$ cat config.mk
export PLATFORM = sky130hd
export DESIGN_NAME = tri_light_pattern_generator
export DESIGN_NICKNAME = d
export VERILOG_FILES = /design/src/hw/rtl/tlpg_pkg.sv /design/src/hw/rtl/tlpg_div.sv /design/src/hw/rtl/tri_light_pattern_generator.sv
export SDC_FILE = /design/constraint.sdc
export NUM_CORES = 1
export LEC_CHECK = 0
export BUFFER_PORTS_ARGS = -buffer_cell sky130_fd_sc_hd__buf_2
export CAP_MARGIN = 10
export CORE_MARGIN = 1
export CORE_UTILIZATION = 40
export CTS_CLUSTER_DIAMETER = 80
export DETAILED_ROUTE_END_ITERATION = 16
export GPL_TIMING_DRIVEN = 0
export HOLD_SLACK_MARGIN = 0.02
export RECOVER_POWER = 100
export SLEW_MARGIN = 20
export SYNTH_ARGS = -nofsm -noshare
export SYNTH_HDL_FRONTEND = slang
export SYNTH_SLANG_ARGS = --single-unit
$ cat constraint.sdc
create_clock -name clk -period 6.54 [get_ports clk]
set_input_delay 1.962 -clock clk [delete_from_list [all_inputs] [get_ports clk]]
set_output_delay 1.962 -clock clk [all_outputs]
set_load 0.01 [all_outputs]
$ cat src/hw/rtl/tlpg_pkg.sv
// ---------------------------------------------------------------------------
// Tri-light pattern generator package
// Shared types, pattern and register codes, command decode table.
// ---------------------------------------------------------------------------
`default_nettype none

package tlpg_pkg;

  // serial divider geometry: two quotient bits per cycle
  localparam int DvdW    = 32;
  localparam int DvsW    = 17;
  localparam int DigW    = 2;
  localparam int StepCnt = DvdW / DigW;
  localparam int CntW    = $clog2(StepCnt);

  localparam int CfgW    = 16;
  localparam int PatW    = 5;

  typedef struct packed {
    logic            done;
    logic            dig_vld;
    logic [DigW-1:0] digit;
  } div_stat_t;

  // register indexes
  localparam logic [1:0] RegInitStep  = 2'd0;
  localparam logic [1:0] RegFloorStep = 2'd1;
  localparam logic [1:0] RegSpeedup   = 2'd2;
  localparam logic [1:0] RegSlowHalf  = 2'd3;

  localparam logic [CfgW-1:0] InitStepRst  = 16'd300;
  localparam logic [CfgW-1:0] FloorStepRst = 16'd30;
  localparam logic [CfgW-1:0] SpeedupRst   = 16'd1000;
  localparam logic [CfgW-1:0] SlowHalfRst  = 16'd500;

  // patterns
  localparam logic [PatW-1:0] PatOff      = 5'd0;
  localparam logic [PatW-1:0] PatGrnOn    = 5'd1;
  localparam logic [PatW-1:0] PatGrnSlow  = 5'd2;
  localparam logic [PatW-1:0] PatGrnFast  = 5'd3;
  localparam logic [PatW-1:0] PatYelOn    = 5'd4;
  localparam logic [PatW-1:0] PatYelSlow  = 5'd5;
  localparam logic [PatW-1:0] PatYelFast  = 5'd6;
  localparam logic [PatW-1:0] PatRedOn    = 5'd7;
  localparam logic [PatW-1:0] PatRedSlow  = 5'd8;
  localparam logic [PatW-1:0] PatRedFast  = 5'd9;
  localparam logic [PatW-1:0] PatRedGrn   = 5'd10;
  localparam logic [PatW-1:0] PatRedYel   = 5'd11;
  localparam logic [PatW-1:0] PatYelGrn   = 5'd12;
  localparam logic [PatW-1:0] PatRotRyg   = 5'd13;
  localparam logic [PatW-1:0] PatRotGyr   = 5'd14;
  localparam logic [PatW-1:0] PatAllOn    = 5'd15;
  localparam logic [PatW-1:0] PatAllSlow  = 5'd16;
  localparam logic [PatW-1:0] PatAllFast  = 5'd17;

  // command bytes (ASCII letters)
  localparam logic [7:0] CmdGrnOn   = 8'h41;  // A
  localparam logic [7:0] CmdGrnFast = 8'h42;  // B
  localparam logic [7:0] CmdGrnSlow = 8'h43;  // C
  localparam logic [7:0] CmdYelOn   = 8'h44;  // D
  localparam logic [7:0] CmdYelFast = 8'h45;  // E
  localparam logic [7:0] CmdYelSlow = 8'h46;  // F
  localparam logic [7:0] CmdRedOn   = 8'h47;  // G
  localparam logic [7:0] CmdRedFast = 8'h48;  // H
  localparam logic [7:0] CmdRedSlow = 8'h49;  // I
  localparam logic [7:0] CmdRedGrn  = 8'h4A;  // J
  localparam logic [7:0] CmdRedYel  = 8'h4C;  // L
  localparam logic [7:0] CmdYelGrn  = 8'h4E;  // N
  localparam logic [7:0] CmdRotRyg  = 8'h51;  // Q
  localparam logic [7:0] CmdRotGyr  = 8'h52;  // R
  localparam logic [7:0] CmdOff     = 8'h54;  // T
  localparam logic [7:0] CmdAllOn   = 8'h55;  // U
  localparam logic [7:0] CmdAllFast = 8'h56;  // V
  localparam logic [7:0] CmdAllSlow = 8'h57;  // W

  // lamp codes: bit 2 red, bit 1 yellow, bit 0 green
  localparam logic [2:0] LampNone = 3'b000;
  localparam logic [2:0] LampGrn  = 3'b001;
  localparam logic [2:0] LampYel  = 3'b010;
  localparam logic [2:0] LampRed  = 3'b100;
  localparam logic [2:0] LampAll  = 3'b111;

  // returns {hit, pattern}
  function automatic logic [PatW:0] cmd_decode(input logic [7:0] code);
    logic [PatW:0] res;
    case (code)
      CmdGrnOn:   res = {1'b1, PatGrnOn};
      CmdGrnFast: res = {1'b1, PatGrnFast};
      CmdGrnSlow: res = {1'b1, PatGrnSlow};
      CmdYelOn:   res = {1'b1, PatYelOn};
      CmdYelFast: res = {1'b1, PatYelFast};
      CmdYelSlow: res = {1'b1, PatYelSlow};
      CmdRedOn:   res = {1'b1, PatRedOn};
      CmdRedFast: res = {1'b1, PatRedFast};
      CmdRedSlow: res = {1'b1, PatRedSlow};
      CmdRedGrn:  res = {1'b1, PatRedGrn};
      CmdRedYel:  res = {1'b1, PatRedYel};
      CmdYelGrn:  res = {1'b1, PatYelGrn};
      CmdRotRyg:  res = {1'b1, PatRotRyg};
      CmdRotGyr:  res = {1'b1, PatRotGyr};
      CmdOff:     res = {1'b1, PatOff};
      CmdAllOn:   res = {1'b1, PatAllOn};
      CmdAllFast: res = {1'b1, PatAllFast};
      CmdAllSlow: res = {1'b1, PatAllSlow};
      default:    res = {1'b0, PatOff};
    endcase
    return res;
  endfunction

endpackage

`default_nettype wire

$ cat src/hw/rtl/tlpg_div.sv
// ---------------------------------------------------------------------------
// Serial divider
// Restoring division, two quotient bits per cycle, quotient digits streamed.
// ---------------------------------------------------------------------------
`default_nettype none

module tlpg_div (
  input  wire logic                       clk,
  input  wire logic                       rst_n,
  input  wire logic                       start,
  input  wire logic [tlpg_pkg::DvdW-1:0]  dividend,
  input  wire logic [tlpg_pkg::DvsW-1:0]  divisor,
  output logic      [tlpg_pkg::DvdW-1:0]  quotient,
  output logic      [tlpg_pkg::DvsW-1:0]  remainder,
  output tlpg_pkg::div_stat_t             stat
);
  import tlpg_pkg::*;

  logic            busy_r;
  logic            done_r;
  logic [CntW-1:0] cnt_r;
  logic [DvdW-1:0] dvd_r;
  logic [DvdW-1:0] quo_r;
  logic [DvsW-1:0] rem_r;
  logic [DvsW-1:0] dvs_r;

  logic [DvsW:0]   t1, r1, t2, r2;
  logic            ge1, ge2;
  logic            last;

  // two chained restoring steps
  always_comb begin
    t1  = {rem_r, dvd_r[DvdW-1]};
    ge1 = t1 >= {1'b0, dvs_r};
    r1  = ge1 ? t1 - {1'b0, dvs_r} : t1;
    t2  = {r1[DvsW-1:0], dvd_r[DvdW-2]};
    ge2 = t2 >= {1'b0, dvs_r};
    r2  = ge2 ? t2 - {1'b0, dvs_r} : t2;
  end

  assign last = cnt_r == CntW'(StepCnt - 1);

  always_ff @(posedge clk) begin
    if (!rst_n) begin
      busy_r <= 1'b0;
      done_r <= 1'b0;
      cnt_r  <= '0;
    end else begin
      done_r <= busy_r && last;
      if (start) begin
        busy_r <= 1'b1;
        cnt_r  <= '0;
      end else if (busy_r) begin
        cnt_r <= cnt_r + 1'b1;
        if (last) begin
          busy_r <= 1'b0;
        end
      end
    end
  end

  always_ff @(posedge clk) begin
    if (start) begin
      dvd_r <= dividend;
      dvs_r <= divisor;
      rem_r <= '0;
    end else if (busy_r) begin
      dvd_r <= {dvd_r[DvdW-DigW-1:0], {DigW{1'b0}}};
      rem_r <= r2[DvsW-1:0];
      quo_r <= {quo_r[DvdW-DigW-1:0], ge1, ge2};
    end
  end

  assign quotient      = quo_r;
  assign remainder     = rem_r;
  assign stat.done     = done_r;
  assign stat.dig_vld  = busy_r;
  assign stat.digit    = {ge1, ge2};

  // remainder must stay below the divisor once a run completes
  a_rem_range: assert property (@(posedge clk) disable iff (!rst_n)
    done_r |-> (rem_r < dvs_r))
    else $error("divider remainder out of range");

  a_done_after_busy: assert property (@(posedge clk) disable iff (!rst_n)
    done_r |-> $past(busy_r))
    else $error("divider done without a run");

  a_start_idle: assert property (@(posedge clk) disable iff (!rst_n)
    start |-> !busy_r)
    else $error("divider restarted during a run");

endmodule

`default_nettype wire

$ cat src/hw/rtl/tri_light_pattern_generator.sv
// ---------------------------------------------------------------------------
// Tri-light pattern generator
// Command decode, elapsed-time dividers and lamp rendering for R/Y/G lamps.
// ---------------------------------------------------------------------------
// A new input transfer is stalled (in_stall) until the item has gone through
//   two back-to-back passes of the 2-bit-per-cycle serial divider (16 steps
//   each, 32-bit elapsed time) and the write state.
// A finished result waits in the output register; the next input transfer is
//   taken meanwhile, and the result is only overwritten once transferred.
// Reset (rst_n low, synchronous): pattern off, start time 0, registers to
//   their defaults, no result pending.
`default_nettype none

module tri_light_pattern_generator (
  input  wire logic                       clk,
  input  wire logic                       rst_n,
  // input channel
  input  wire logic                       in_valid,
  output logic                            in_stall,
  input  wire logic                       in_mode,
  input  wire logic [7:0]                 in_command_code,
  input  wire logic [31:0]                in_now_ms,
  // result channel
  output logic                            out_valid,
  input  wire logic                       out_stall,
  output logic                            out_red_on,
  output logic                            out_yellow_on,
  output logic                            out_green_on,
  output logic                            out_command_accepted,
  output logic [tlpg_pkg::PatW-1:0]       out_active_pattern,
  // configuration port
  input  wire logic                       psel,
  input  wire logic                       penable,
  input  wire logic                       pwrite,
  input  wire logic [3:0]                 paddr,
  input  wire logic [31:0]                pwdata,
  output logic [31:0]                     prdata,
  output logic                            pready
);
  import tlpg_pkg::*;

  // sequencer codes
  localparam logic [2:0] S_IDLE = 3'd0;  // waiting for an input transfer
  localparam logic [2:0] S_EL   = 3'd1;  // elapsed time, launch first pass
  localparam logic [2:0] S_P1   = 3'd2;  // speedup drop and slow remainder
  localparam logic [2:0] S_FS   = 3'd3;  // launch fast-step pass
  localparam logic [2:0] S_P2   = 3'd4;  // elapsed / fast step
  localparam logic [2:0] S_WR   = 3'd5;  // load output register

  // ---- configuration registers ----
  logic [CfgW-1:0] init_step_r, floor_step_r, speedup_r, slow_half_r;
  logic            cfg_wr;

  assign pready = 1'b1;
  assign cfg_wr = psel && penable && pwrite;

  always_ff @(posedge clk) begin
    if (!rst_n) begin
      init_step_r  <= InitStepRst;
      floor_step_r <= FloorStepRst;
      speedup_r    <= SpeedupRst;
      slow_half_r  <= SlowHalfRst;
    end else if (cfg_wr) begin
      unique case (paddr[3:2])
        RegInitStep:  init_step_r  <= pwdata[CfgW-1:0];
        RegFloorStep: floor_step_r <= pwdata[CfgW-1:0];
        RegSpeedup:   speedup_r    <= pwdata[CfgW-1:0];
        RegSlowHalf:  slow_half_r  <= pwdata[CfgW-1:0];
        default:      ;
      endcase
    end
  end

  always_comb begin
    unique case (paddr[3:2])
      RegInitStep:  prdata = {16'd0, init_step_r};
      RegFloorStep: prdata = {16'd0, floor_step_r};
      RegSpeedup:   prdata = {16'd0, speedup_r};
      RegSlowHalf:  prdata = {16'd0, slow_half_r};
      default:      prdata = '0;
    endcase
  end

  // a zero register value behaves as one
  logic [CfgW-1:0] init1, flr1, spd1, sh1;
  assign init1 = (init_step_r  == '0) ? CfgW'(1) : init_step_r;
  assign flr1  = (floor_step_r == '0) ? CfgW'(1) : floor_step_r;
  assign spd1  = (speedup_r    == '0) ? CfgW'(1) : speedup_r;
  assign sh1   = (slow_half_r  == '0) ? CfgW'(1) : slow_half_r;

  // ---- item state ----
  logic [2:0]      state_r, state_nxt;
  logic [PatW-1:0] pat_r;
  logic [31:0]     start_r;
  logic [31:0]     now_r;
  logic [31:0]     el_r;
  logic            acc_r;
  logic [CfgW-1:0] fs_r;
  logic            slow_r;     // inside lit half of the slow blink
  logic            q0_r;       // parity of elapsed / fast step
  logic [1:0]      m3_r;       // elapsed / fast step, mod 3

  logic            in_xfer, out_xfer;
  logic [PatW:0]   cmd;
  logic [31:0]     el_diff;

  assign in_stall = state_r != S_IDLE;
  assign in_xfer  = in_valid && !in_stall;
  assign cmd      = cmd_decode(in_command_code);
  assign el_diff  = now_r - start_r;   // wraps, as the time counter does

  // ---- dividers: A does drop then fast step, B the slow-blink remainder ----
  logic            a_start, b_start;
  logic [DvdW-1:0] a_dvd;
  logic [DvsW-1:0] a_dvs;
  logic [DvdW-1:0] a_quo;
  logic [DvsW-1:0] b_rem;
  div_stat_t       a_stat, b_stat;

  assign a_start = (state_r == S_EL) || (state_r == S_FS);
  assign b_start = state_r == S_EL;
  assign a_dvd   = (state_r == S_EL) ? el_diff : el_r;
  assign a_dvs   = (state_r == S_EL) ? {1'b0, spd1} : {1'b0, fs_r};

  tlpg_div u_div_a (
    .clk       (clk),
    .rst_n     (rst_n),
    .start     (a_start),
    .dividend  (a_dvd),
    .divisor   (a_dvs),
    .quotient  (a_quo),
    .remainder (),
    .stat      (a_stat)
  );

  tlpg_div u_div_b (
    .clk       (clk),
    .rst_n     (rst_n),
    .start     (b_start),
    .dividend  (el_diff),
    .divisor   ({sh1, 1'b0}),
    .quotient  (),
    .remainder (b_rem),
    .stat      (b_stat)
  );

  // fast step from the speedup drop, clamped at the floor
  logic [CfgW-1:0] gap;
  logic [CfgW-1:0] fs_nxt;
  always_comb begin
    gap = init1 - flr1;
    if (flr1 >= init1 || a_quo >= {16'd0, gap}) begin
      fs_nxt = flr1;
    end else begin
      fs_nxt = init1 - a_quo[CfgW-1:0];
    end
  end

  // 4 = 1 mod 3, so each base-4 digit just adds
  logic [2:0] m3_sum;
  logic [1:0] m3_nxt;
  always_comb begin
    m3_sum = {1'b0, m3_r} + {1'b0, a_stat.digit};
    m3_nxt = (m3_sum >= 3'd3) ? 2'(m3_sum - 3'd3) : m3_sum[1:0];
  end

  // ---- sequencer ----
  always_comb begin
    state_nxt = state_r;
    unique case (state_r)
      S_IDLE: if (in_xfer) state_nxt = S_EL;
      S_EL:   state_nxt = S_P1;
      S_P1:   if (a_stat.done) state_nxt = S_FS;
      S_FS:   state_nxt = S_P2;
      S_P2:   if (a_stat.done) state_nxt = S_WR;
      S_WR:   if (!out_valid || !out_stall) state_nxt = S_IDLE;
      default: state_nxt = S_IDLE;
    endcase
  end

  always_ff @(posedge clk) begin
    if (!rst_n) begin
      state_r <= S_IDLE;
      pat_r   <= PatOff;
      start_r <= '0;
    end else begin
      state_r <= state_nxt;
      if (in_xfer && in_mode && cmd[PatW]) begin
        pat_r   <= cmd[PatW-1:0];
        start_r <= in_now_ms;
      end
    end
  end

  always_ff @(posedge clk) begin
    if (in_xfer) begin
      now_r <= in_now_ms;
      acc_r <= in_mode && cmd[PatW];
    end
    if (state_r == S_EL) begin
      el_r <= el_diff;
    end
    if (state_r == S_P1 && a_stat.done) begin
      fs_r   <= fs_nxt;
      slow_r <= b_rem < {1'b0, sh1};
    end
    if (state_r == S_FS) begin
      m3_r <= 2'd0;
    end else if (state_r == S_P2 && a_stat.dig_vld) begin
      m3_r <= m3_nxt;
    end
    if (state_r == S_P2 && a_stat.done) begin
      q0_r <= a_quo[0];
    end
  end

  // ---- rendering ----
  // fast blink lit while elapsed / step is even (first half of 2*step)
  logic       fast;
  logic [2:0] lamp;
  assign fast = !q0_r;

  always_comb begin
    case (pat_r)
      PatGrnOn:   lamp = LampGrn;
      PatGrnSlow: lamp = slow_r ? LampGrn : LampNone;
      PatGrnFast: lamp = fast   ? LampGrn : LampNone;
      PatYelOn:   lamp = LampYel;
      PatYelSlow: lamp = slow_r ? LampYel : LampNone;
      PatYelFast: lamp = fast   ? LampYel : LampNone;
      PatRedOn:   lamp = LampRed;
      PatRedSlow: lamp = slow_r ? LampRed : LampNone;
      PatRedFast: lamp = fast   ? LampRed : LampNone;
      PatRedGrn:  lamp = q0_r ? LampGrn : LampRed;
      PatRedYel:  lamp = q0_r ? LampYel : LampRed;
      PatYelGrn:  lamp = q0_r ? LampGrn : LampYel;
      PatRotRyg:  lamp = (m3_r == 2'd0) ? LampRed :
                         (m3_r == 2'd1) ? LampYel : LampGrn;
      PatRotGyr:  lamp = (m3_r == 2'd0) ? LampGrn :
                         (m3_r == 2'd1) ? LampYel : LampRed;
      PatAllOn:   lamp = LampAll;
      PatAllSlow: lamp = slow_r ? LampAll : LampNone;
      PatAllFast: lamp = fast   ? LampAll : LampNone;
      default:    lamp = LampNone;
    endcase
  end

  // ---- output register ----
  logic            out_valid_r;
  logic            out_load;
  logic [2:0]      out_lamp_r;
  logic            out_acc_r;
  logic [PatW-1:0] out_pat_r;

  assign out_xfer = out_valid_r && !out_stall;
  assign out_load = (state_r == S_WR) && (!out_valid_r || !out_stall);

  always_ff @(posedge clk) begin
    if (!rst_n) begin
      out_valid_r <= 1'b0;
    end else if (out_load) begin
      out_valid_r <= 1'b1;
    end else if (out_xfer) begin
      out_valid_r <= 1'b0;
    end
  end

  always_ff @(posedge clk) begin
    if (out_load) begin
      out_lamp_r <= lamp;
      out_acc_r  <= acc_r;
      out_pat_r  <= pat_r;
    end
  end

  assign out_valid            = out_valid_r;
  assign out_red_on           = out_lamp_r[2];
  assign out_yellow_on        = out_lamp_r[1];
  assign out_green_on         = out_lamp_r[0];
  assign out_command_accepted = out_acc_r;
  assign out_active_pattern   = out_pat_r;

  // ---- assertions ----
  a_both_div_done: assert property (@(posedge clk) disable iff (!rst_n)
    b_stat.done |-> (a_stat.done && state_r == S_P1))
    else $error("slow-blink divider out of step with drop divider");

  a_div_done_state: assert property (@(posedge clk) disable iff (!rst_n)
    a_stat.done |-> (state_r == S_P1 || state_r == S_P2))
    else $error("divider finished outside a pass");

  a_fs_nonzero: assert property (@(posedge clk) disable iff (!rst_n)
    (state_r == S_P2) |-> (fs_r != '0))
    else $error("zero fast step used as divisor");

  a_acc_start: assert property (@(posedge clk) disable iff (!rst_n)
    (state_r == S_WR && acc_r) |-> (start_r == now_r && el_r == '0))
    else $error("accepted command did not restart the pattern");

  a_result_source: assert property (@(posedge clk) disable iff (!rst_n)
    $rose(out_valid_r) |-> $past(state_r == S_WR))
    else $error("result raised outside the write state");

endmodule

`default_nettype wire
==> out/qor.csv, run 1 <==
stage;metric;value;unit
sta;fin_skew;0.0300;ns
sta;rsz0062_at_grt;no;
drt;routed_wl;62000;um
critical_path;start_kind;flop;
drt;drc_errors;0;
critical_path;reg2reg_slack;0.33;ns
cts;root_buffer;clkbuf_16;
cells_and_area;finalInstanceArea;25200;um2
floorplan;core;55100;um2
synthesis;synth_cells;2422;
synthesis;synth_seq_cells;372;
hold_path;hp-class;reg -> reg;
synthesis;synth_area;22300;um2
floorplan;die_area;56700;um2
synthesis;synth_edf_count;188;
sta;slew_viol_final;88;
sta;fin_crit;6.21;ns
cts;htree_num_levels;2;
critical_path;cp.required;6.94;ns
sta;tightest_slew;1.92;ns
critical_path;r2r-end;m3_r[1];
sta;hold_ws;0.444;ns
critical_path;cp_max_fo;11;
cells_and_area;area_growth;12.9;%
pwr;p_leak;9.99;nW
placed_design;place_area;23800;um2
cts;cts.sink_count;372;
cts;clock_latency;0.58;ns
hold_path;holdPathEnd;el_r[23];
hold_path;holdPathStages;2;
cells_and_area;drive_gt1_share;8.52;%
drt;vias_per_cell;5.42;
sta;finalHoldViolations;0;
placed_design;dp_slack;-0.301;ns
floorplan;row_count;86;
sta;setup_violations;0;
drt;vias;18300;
global_routing;grt_usage;21.6;%
placed_design;dpl.hpwl;47400;um
global_routing;grt_pass1_wl;97000;um
sta;setup_slack;0.328;ns
cts;clock_path_buffers;3;
drt;drt_iter0_drc;1262;
cts;clkTransAtPathRegs;0.06;ns
cts;cts_hold_buf;0;
floorplan;ios;128;
critical_path;path_class;reg -> reg;
cells_and_area;nets;2837;
synthesis;ys_seq_area_share;41.8;%
job;max-cap-violations;4;
synthesis;synthFlopType;edfxtp_1;
synthesis;avgSynthCellArea;9.21;um2
drt;wl_per_cell;18.4;um
placed_design;placed_cells;3282;
cts;tritoncts;built;
drt;ant_nets;0;
global_routing;grt_overflow;0;
critical_path;r2r_start;u_div_a.dvd_r[31];
outcome;outcome;finished, violations left;
synthesis;yosys_warnings;0;
critical_path;rr_worst_depth;25;
hold_path;hp-start;el_r[23];
floorplan;die_h;238;um
floorplan;start_util;40.5;%
pwr;power_density;385;nW/um2
synthesis;synth_cell_types;88;
pwr;ir_drop;0.218;mV
floorplan;dieWidth;238;um
sta;slew_headroom;-27.8;%
global_routing;grt_pass1_vias;17600;
sta;clock.fmax;161;MHz
global_routing;antenna_found_initial;3;
placed_design;io_buffer_count;90;
outcome;violations;capacitance limit, slew limit;
critical_path;worstPathArrival;6.61;ns
synthesis;async_reset_ff_share;0;%
cells_and_area;stdcell_count;3366;
global_routing;grt_max_degree;37;
drt;dr.pass1.iters;6;
sta;fin_crit_sh;95.0;%
cts;cts_buffers;43;
cells_and_area;final_core_util;45.7;%
placed_design;place_congestion;0.910;
critical_path;end_kind;flop;
[registers in the layout, summed over array words and instances, names as in the netlist, 17 cells and up]
signal / count
el_r: 32
now_r: 32
start_r: 32
u_div_a.dvd_r: 32
u_div_a.quotient: 32
u_div_a.remainder: 17
u_div_b.dvd_r: 32
u_div_b.remainder: 17
[cell usage in the layout (no fill, tap or decap), types with 19 or more instances in the layout]
cell,instances
xnor2_1,61
o21a_1,21
nor3_1,32
a21o_1,59
nand2b_1,28
clkbuf_1,177
o211ai_1,21
clkbuf_16,44
ha_1,161
a21boi_0,89
nor2_1,102
buf_4,21
buf_2,40
nand2_1,425
xor2_1,36
a211oi_1,19
dfxtp_1,184
a31oi_1,41
nor4_1,24
nor2b_1,24
inv_1,167
nand4_1,25
mux2i_1,33
a21oi_1,123
o21ai_0,103
nand3_1,59
mux2_2,35
edfxtp_1,188
[Yosys cell counts (all sizes together), types with 11 or more instances]
cell type  number  area share, %
a21o           60            2.0
mux4           16            1.6
nor4           24           0.67
nand4          25           0.70
o21bai         11           0.37
and2           11           0.31
nor2          103            1.7
o211ai         21           0.71
a31oi          43            1.2
nor3           33           0.79
nand2         426            7.2
inv           168            2.8
mux2i          33            1.5
nor2b          24           0.67
clkbuf         96            1.6
dfxtp         184             17
o21ai         106            2.4
ha            161            9.0
a21boi         89            3.0
or3            11           0.31
a21oi         123            2.8
mux2           39            2.0
buf            38            1.0
o21a           21           0.71
xnor2          61            2.4
nand3          60            1.4
a211oi         22           0.79
nand2b         29           0.81
edfxtp        188             25
xor2           36            1.4
and3           18           0.51
[through the flow]
step | setup TNS [ns] | power, W
after global placement | -31.95 | 0.00710
after global routing | 0 | 0.0103
after detailed placement | -0.591 | 0.00720
after floorplan | 0 | 0.00623
final | 0 | 0.00969
after CTS | 0 | 0.00964
[per-layer routing]
| metal | part of all wire, % | global-route usage, % | routed length (um) | vias to the layer above |
|---|---|---|---|---|
| met3 | 4.7 | 2.95 | 2890 | 90 |
| li1 | - | - | - | 8930 |
| met4 | 2.4 | 6.27 | 1460 | 4 |
| met2 | 46 | 34.8 | 28300 | 420 |
| met1 | 47 | 30.1 | 29300 | 8806 |
| met5 | 0.044 | 0 | 27 | - |
[worst max-delay path: stages, from the launching register on]
cell      delay, ns
edfxtp_1       0.40
inv_1          0.07
ha_1           0.15
inv_1          0.06
fa_2           0.38
a211oi_2       0.27
o21a_1         0.22
nor2_4         0.07
a31oi_4        0.23
a22oi_2        0.14
buf_6          0.20
mux2_1         0.37
ha_1           0.37
nor4_1         0.29
a21oi_1        0.13
a311oi_2       0.33
o21ai_2        0.13
a221o_1        0.41
nor3_4         0.22
buf_6          0.19
inv_4          0.05
ha_1           0.18
fa_1           0.48
ha_1           0.23
o32ai_1        0.31
a41oi_1        0.15
[power breakdown]
part / internal (W) / switching (W)
clock: 0.00140 / 0.00101
combinational: 0.00187 / 0.00246
sequential: 0.00276 / 0.000179
total: 0.00604 / 0.00365
[kinds of logic after synthesis]
group,after synthesis,synth area share (%)
xor gates and xnor gates,97,3.81
buffers and inverters,302,5.47
other,2,0.0337
and+or+nand+nor,804,16.4
muxes,88,5.07
DFF,372,41.8
AOI/OAI and AO/OA,588,17.6
adders and majority gates,169,9.75
[final cells by class]
| type | instances | area [um2] |
|---|---|---|
| fill | 5410 | 29900 |
| multi-input combinational | 1763 | 11800 |
| timing repair buffer | 102 | 448 |
| clock inverter | 21 | 209 |
| inverter | 168 | 633 |
| clock buffer | 57 | 1190 |
| buffer | 134 | 592 |
| antenna | 1 | 2.50 |
| tap | 748 | 936 |
| sequential | 372 | 9330 |
[what timing repair did]
action,CTS,global route
pin swaps,4,5
setup endpoints to repair,2,2
gates resized for setup,5,9
cloned,0,0
setup buffers,0,5
[worst max path at each step]
stage | from | to | slack, ns
floorplan | u_div_a.dvd_r[31] | m3_r[1] | 0.76
global placement | in_valid | pat_r[3] | -1.09
detailed placement | u_div_a.dvd_r[31] | m3_r[1] | -0.30
CTS | u_div_a.dvd_r[31] | m3_r[1] | 0.02
global route | u_div_a.dvs_r[0] | m3_r[0] | 0.03
finish | u_div_a.dvd_r[31] | m3_r[1] | 0.33
(Power assumes the default switching activity.)
==> run 2, diff against run 1 <==
--- a/config.mk
+++ b/config.mk
@@ -13,7 +13,6 @@
 export DETAILED_ROUTE_END_ITERATION = 16
 export GPL_TIMING_DRIVEN = 0
 export HOLD_SLACK_MARGIN = 0.02
-export RECOVER_POWER = 100
 export SLEW_MARGIN = 20
 export SYNTH_ARGS = -nofsm -noshare
 export SYNTH_HDL_FRONTEND = slang
==> run 2 against run 1 <==
  * The flow now finishes without violations
  * Critical path depth shrank 1
  * First-iteration DRC count increased by 2.7%
  * Clock-buffer cell count is the same
  * Non-clock buffer count did not move
  * Flip-flop and latch count stayed put
  * Global-route usage unchanged
  * Utilization increased by 0.27 points
  * Worst setup slack gained 0.039 ns
  * Design area increased by 0.60%
  * Sequential power about the same
  * Highest routed layer unchanged
==> out/qor.csv, run 2 (synthesis results as in run 1) <==
stage;metric;value;unit;change
drt;drt_iter0_drc;1296;;+2.7%
placed_design;io_buffer_count;90;;unchanged
sta;slew_viol_final;0;;-100%
critical_path;cp_max_fo;11;;unchanged
cells_and_area;nets;2837;;unchanged
critical_path;path_cells;ha_1 > inv_1 > fa_2 > a211oi_2 > o21a_1 > nor2_4 > a31oi_4 > a22oi_2 > buf_6 > mux2_2 > ha_1 > nor4_1 > a21oi_1 > a311oi_2 > o21ai_2 > a221o_1 > nor3_4 > buf_6 > inv_4 > ha_1 > fa_1 > ha_1 > o32ai_1 > a41oi_1;;
job;max-cap-violations;0;;-4
placed_design;dp_slack;-0.301;ns;unchanged
floorplan;die_h;238;um;unchanged
critical_path;end_kind;flop;;
sta;fin_skew;0.0304;ns;+0.000390 ns
global_routing;grt_max_degree;37;;unchanged
sta;setup_slack;0.367;ns;+0.0392 ns
cts;clkTransAtPathRegs;0.05;ns;about the same
critical_path;cp.required;6.94;ns;about the same
critical_path;worst-path-buf-inv;4;;-1
cts;cts.sink_count;372;;unchanged
critical_path;path_class;reg -> reg;;
drt;vias_per_cell;5.46;;+0.76%
floorplan;start_util;40.5;%;unchanged
drt;routed_wl;62000;um;about the same
sta;rsz0062_at_grt;no;;
floorplan;row_count;86;;unchanged
cts;root_buffer;clkbuf_16;;
drt;wl_per_cell;18.4;um;about the same
critical_path;slowest_stage;fa_1;;
floorplan;ios;128;;unchanged
cells_and_area;layout_commonest_cell;nand2_1;;
cells_and_area;multi_input_area;11900;um2;+0.19%
sta;setup_tns;0;ns;unchanged
cells_and_area;drive_gt1_share;11.4;%;+2.9 points
cells_and_area;regArea;9330;um2;unchanged
sta;fin_crit_sh;94.4;%;-0.60 points
global_routing;antenna_found_initial;3;;unchanged
pwr;ir_drop;0.219;mV;+0.26%
sta;fin_crit;6.17;ns;-0.0392 ns
drt;vias;18400;;+0.76%
pwr;p_leak;10.2;nW;+1.9%
cells_and_area;area_growth;13.6;%;
cells_and_area;fillCellCount;5358;;-0.96%
pwr;power_density;384;nW/um2;-0.17%
critical_path;worstPathArrival;6.57;ns;-0.04 ns
critical_path;start_kind;flop;;
cells_and_area;final_cell_mix;nand2_1, edfxtp_1, dfxtp_1, inv_1, ha_1;;
floorplan;core;55100;um2;unchanged
critical_path;crit_top_cell;ha_1;;
cts;clock_latency;0.58;ns;about the same
floorplan;dieWidth;238;um;unchanged
outcome;outcome;complete, no violations;;
cts;tritoncts;built;;
global_routing;grt_usage;21.6;%;unchanged
sta;setup_violations;0;;unchanged
sta;clock.fmax;162;MHz;+0.63%
drt;ant_nets;0;;unchanged
cts;htree_num_levels;2;;unchanged
sta;finalHoldViolations;0;;unchanged
floorplan;die_area;56700;um2;unchanged
cts;cts_buffers;43;;unchanged
critical_path;slowest_delay;0.48;ns;about the same
cts;cts_hold_buf;0;;unchanged
sta;slew_headroom;31.6;%;+59 points
hold_path;hp-class;reg -> reg;;
global_routing;grt_pass1_vias;17600;;unchanged
global_routing;grt_pass1_wl;97000;um;unchanged
global_routing;grt_overflow;0;;unchanged
sta;tightest_slew;1.02;ns;-0.898 ns
cts;clock_path_buffers;3;;unchanged
placed_design;place_congestion;0.910;;unchanged
drt;dr.pass1.iters;5;;-1
critical_path;critical_path.top_delay_family;compound AO/OA/AOI/OAI gates;;
drt;drc_errors;0;;unchanged
placed_design;dpl.hpwl;47400;um;unchanged
==> run 2: cell types whose count changed in the layout (fill, tap and decap cells not counted), moves of 4 or more <==
cell / delta
buf_2: +54
mux2_1: -4
clkbuf_1: -73
buf_4: +6
buf_1: +11
and2_1: +5
mux2_2: +4
and2_0: -5
==> run 2: worst register-to-register path: stages (launching register included) <==
cell,delay [ns]
edfxtp_1,0.43
ha_1,0.24
inv_1,0.07
fa_2,0.24
a211oi_2,0.09
o21a_1,0.24
nor2_4,0.18
a31oi_4,0.13
a22oi_2,0.31
buf_6,0.24
mux2_2,0.39
ha_1,0.36
nor4_1,0.29
a21oi_1,0.12
a311oi_2,0.32
o21ai_2,0.13
a221o_1,0.42
nor3_4,0.23
buf_6,0.19
inv_4,0.05
ha_1,0.18
fa_1,0.48
ha_1,0.23
o32ai_1,0.31
a41oi_1,0.15
==> run 2: area by class of cell <==
class	instances	share of cell area [%]
Clock buffer	57	4.70
Clock inverter	21	0.825
Buffer	134	2.38
Antenna cell	1	0.00988
Timing Repair Buffer	102	2.23
Inverter	168	2.50
Tap cell	748	3.69
Sequential cell	372	36.8
Multi-Input combinational cell	1763	46.8
==> run 2: timing repair <==
action | 4_1_cts | 5_1_grt
setup buffers | 0 | 5
gates resized for setup | 5 | 9
hold endpoints to repair | 0 | 0
pin swaps | 4 | 5
endpoints found under the setup margin | 2 | 2
==> run 2: power breakdown <==
part	internal, W	switching [W]
Combinational	0.00191	0.00246
Sequential	0.00276	0.000182
Clock	0.00140	0.00101
==> run 2: metal layers <==
| metal | share of wire, % | GRT usage (%) | vias up | wire, um |
|---|---|---|---|---|
| met1 | 47 | 30.1 | 8883 | 29000 |
| met2 | 46 | 34.8 | 471 | 28200 |
| met3 | 5.3 | 2.95 | 96 | 3270 |
| met4 | 2.4 | 6.27 | 4 | 1490 |
| li1 | - | - | 8934 | - |
| met5 | 0.042 | 0 | - | 26 |
==> run 2: final timing paths <==
path	from	to	slack, ns	depth (start not counted)
min	el_r[23]	el_r[23]	0.44	2
max reg2reg	u_div_a.dvs_r[0]	m3_r[1]	0.37	24
max	u_div_a.dvs_r[0]	m3_r[1]	0.37	24
min reg2reg	el_r[23]	el_r[23]	0.44	2
==> run 2: metrics by stage <==
| stage | utilization, % | hold slack (ns) | power, W | cells | area [um2] |
|---|---|---|---|---|---|
| global placement | 43.1 | 0.424 | 0.00710 | 3275 | 23700 |
| detailed placement | 43.3 | 0.421 | 0.00720 | 3282 | 23800 |
| global route | 46.0 | 0.457 | 0.0104 | 3366 | 25300 |
| floorplan | - | 0.400 | 0.00623 | 2437 | 22400 |
| CTS | 45.9 | 0.445 | 0.00964 | 3360 | 25300 |
| finish | 46.0 | 0.442 | 0.00973 | 3366 | 25300 |
==> run 3, diff against run 2 <==
--- a/config.mk
+++ b/config.mk
@@ -5,12 +5,12 @@
 export SDC_FILE = /design/constraint.sdc
 export NUM_CORES = 1
 export LEC_CHECK = 0
-export BUFFER_PORTS_ARGS = -buffer_cell sky130_fd_sc_hd__buf_2
 export CAP_MARGIN = 10
 export CORE_MARGIN = 1
 export CORE_UTILIZATION = 40
 export CTS_CLUSTER_DIAMETER = 80
 export DETAILED_ROUTE_END_ITERATION = 16
+export DONT_BUFFER_PORTS = 1
 export GPL_TIMING_DRIVEN = 0
 export HOLD_SLACK_MARGIN = 0.02
 export SLEW_MARGIN = 20
==> run 3 against run 2 <==
  * Maximum frequency is 1.4% lower
  * Routed wire length is 1.1% lower
  * Global-route usage is 0.17 points lower
  * Final cell count is 2.3% lower
  * Sequential power hardly changed
  * Hold slack hardly changed
  * Flip-flop and latch count stayed put
  * Clock skew is 0.0030 ns lower
  * Sequential share of layout area is 0.30 points higher
  * Worst setup slack worse by 0.085 ns
  * Critical path type unchanged
  * Critical endpoint is now m3_r[0]
  * Largest power group unchanged
==> out/qor.csv, run 3 (synthesis results as in run 1) <==
stage;metric;value;unit;change
drt;drc_errors;0;;unchanged
global_routing;grt_pass1_wl;96000;um;-1.1%
sta;fin_skew;0.0274;ns;-0.00302 ns
placed_design;io_buffer_count;0;;-100%
global_routing;grt_overflow;0;;unchanged
drt;ant_nets;0;;unchanged
cells_and_area;area_growth;12.7;%;
cts;cts_buffers;44;;+2.3%
cts;root_buffer;clkbuf_16;;
placed_design;dpl.hpwl;47100;um;-0.78%
job;max-cap-violations;0;;unchanged
cts;clock_latency;0.59;ns;about the same
pwr;p_leak;9.96;nW;-2.2%
outcome;outcome;complete, no violations;;
drt;routed_wl;61400;um;-1.1%
pwr;power_density;399;nW/um2;+3.9%
cells_and_area;antennaDiodeCount;0;;-1
cts;tritoncts;built;;
drt;vias;18000;;-2.3%
sta;rsz0062_at_grt;no;;
cells_and_area;drive_gt1_share;8.94;%;-2.5 points
cts;clkTransAtPathRegs;0.06;ns;about the same
pwr;ir_drop;0.210;mV;-4.2%
sta;setup_tns;0;ns;unchanged
critical_path;start_kind;flop;;
cts;clock_path_buffers;3;;unchanged
sta;tightest_slew;0.988;ns;-0.0307 ns
critical_path;worstPathArrival;6.68;ns;+0.11 ns
floorplan;ios;128;;unchanged
sta;fin_crit_sh;95.7;%;+1.3 points
cells_and_area;layout_commonest_cell;nand2_1;;
drt;wl_per_cell;18.7;um;+1.3%
global_routing;antenna_found_initial;0;;-3
sta;fin_crit;6.26;ns;+0.0854 ns
cells_and_area;multi_input_area;11900;um2;+0.19%
cells_and_area;final_cell_mix;nand2_1, edfxtp_1, dfxtp_1, inv_1, ha_1;;
drt;drt_iter0_drc;1315;;+1.5%
cells_and_area;stdcell_count;3288;;-2.3%
placed_design;place_congestion;0.925;;+1.6%
pwr;finalPower;0.0100;W;+3.1%
floorplan;die_area;56700;um2;unchanged
cts;cts.sink_count;372;;unchanged
cells_and_area;regArea;9330;um2;unchanged
floorplan;row_count;86;;unchanged
placed_design;placed_cells;3192;;-2.7%
sta;clock.fmax;160;MHz;-1.4%
cells_and_area;final_core_util;45.6;%;-0.37 points
global_routing;grt_usage;21.4;%;-0.17 points
global_routing;grt_max_degree;37;;unchanged
sta;finalHoldViolations;0;;unchanged
sta;slew_headroom;33.6;%;+2.1 points
critical_path;end_kind;flop;;
critical_path;cp_max_fo;6;;-5
floorplan;die_h;238;um;unchanged
sta;setup_slack;0.282;ns;-0.0854 ns
drt;vias_per_cell;5.46;;about the same
cts;htree_num_levels;2;;unchanged
critical_path;slowest_delay;0.49;ns;about the same
floorplan;start_util;40.5;%;unchanged
critical_path;worst-path-buf-inv;4;;unchanged
critical_path;crit_top_cell;ha_1;;
global_routing;grt_pass1_vias;17300;;-1.4%
critical_path;critical_path.top_delay_family;compound AO/OA/AOI/OAI gates;;
cells_and_area;nets;2757;;-2.8%
sta;setup_violations;0;;unchanged
floorplan;dieWidth;238;um;unchanged
critical_path;cp.required;6.96;ns;+0.02 ns
placed_design;dp_slack;-0.452;ns;-0.151 ns
critical_path;slowest_stage;fa_1;;
floorplan;core;55100;um2;unchanged
critical_path;path_class;reg -> reg;;
drt;dr.pass1.iters;5;;unchanged
hold_path;hp-class;reg -> reg;;
cells_and_area;fillCellCount;5351;;-0.13%
sta;slew_viol_final;0;;unchanged
==> run 3: cell count changes in the layout (fill, tap and decap cells not counted), moves of 2 or more <==
cell        previous run  this run
buf_2                 94         4
buf_4                 27        34
clkbuf_1             104        99
bufinv_16              3         7
clkinv_1               2         5
clkinvlp_4             3         0
clkinv_2               8        10
==> run 3: final timing paths <==
path / cells past startpoint / end / slack (ns) / start
max: 26 / m3_r[0] / 0.28 / u_div_a.dvs_r[0]
min: 0 / out_command_accepted / 0.44 / acc_r
max reg2reg: 26 / m3_r[0] / 0.28 / u_div_a.dvs_r[0]
min reg2reg: 0 / out_command_accepted / 0.44 / acc_r
==> run 3: cell type report <==
class | count | area share, %
inverters | 168 | 2.52
clock inverters | 30 | 1.47
well taps | 748 | 3.72
multi-input cells | 1763 | 47.3
repair buffers | 21 | 0.742
clock buffers | 52 | 4.70
flip-flops and latches | 372 | 37.1
plain buffers | 134 | 2.40
==> run 3: stage by stage <==
step | hold slack [ns] | area [um2]
3_5_place_dp | 0.425 | 23400
5_1_grt | 0.454 | 25100
6_report | 0.442 | 25100
2_1_floorplan | 0.400 | 22400
4_1_cts | 0.442 | 25000
3_3_place_gp | 0.422 | 23300
==> run 3: metal layers <==
layer  GRT usage [%]  wire [um]
met5               0          0
met4            6.25       1660
met3            3.61       3520
met2            34.4      27800
met1            29.5      28400
==> run 3: where the power goes <==
part | internal (W) | switching [W]
logic | 0.00198 | 0.00247
clock network | 0.00158 | 0.00105
registers | 0.00276 | 0.000180
total | 0.00633 | 0.00370
==> run 3: repair_timing <==
action	CTS	global route
resized for setup	8	11
endpoints found under the setup margin	2	2
buffers inserted	1	12
hold buffers	0	0
pin swaps	2	5
gates cloned	0	1
endpoints found under the hold margin	0	0
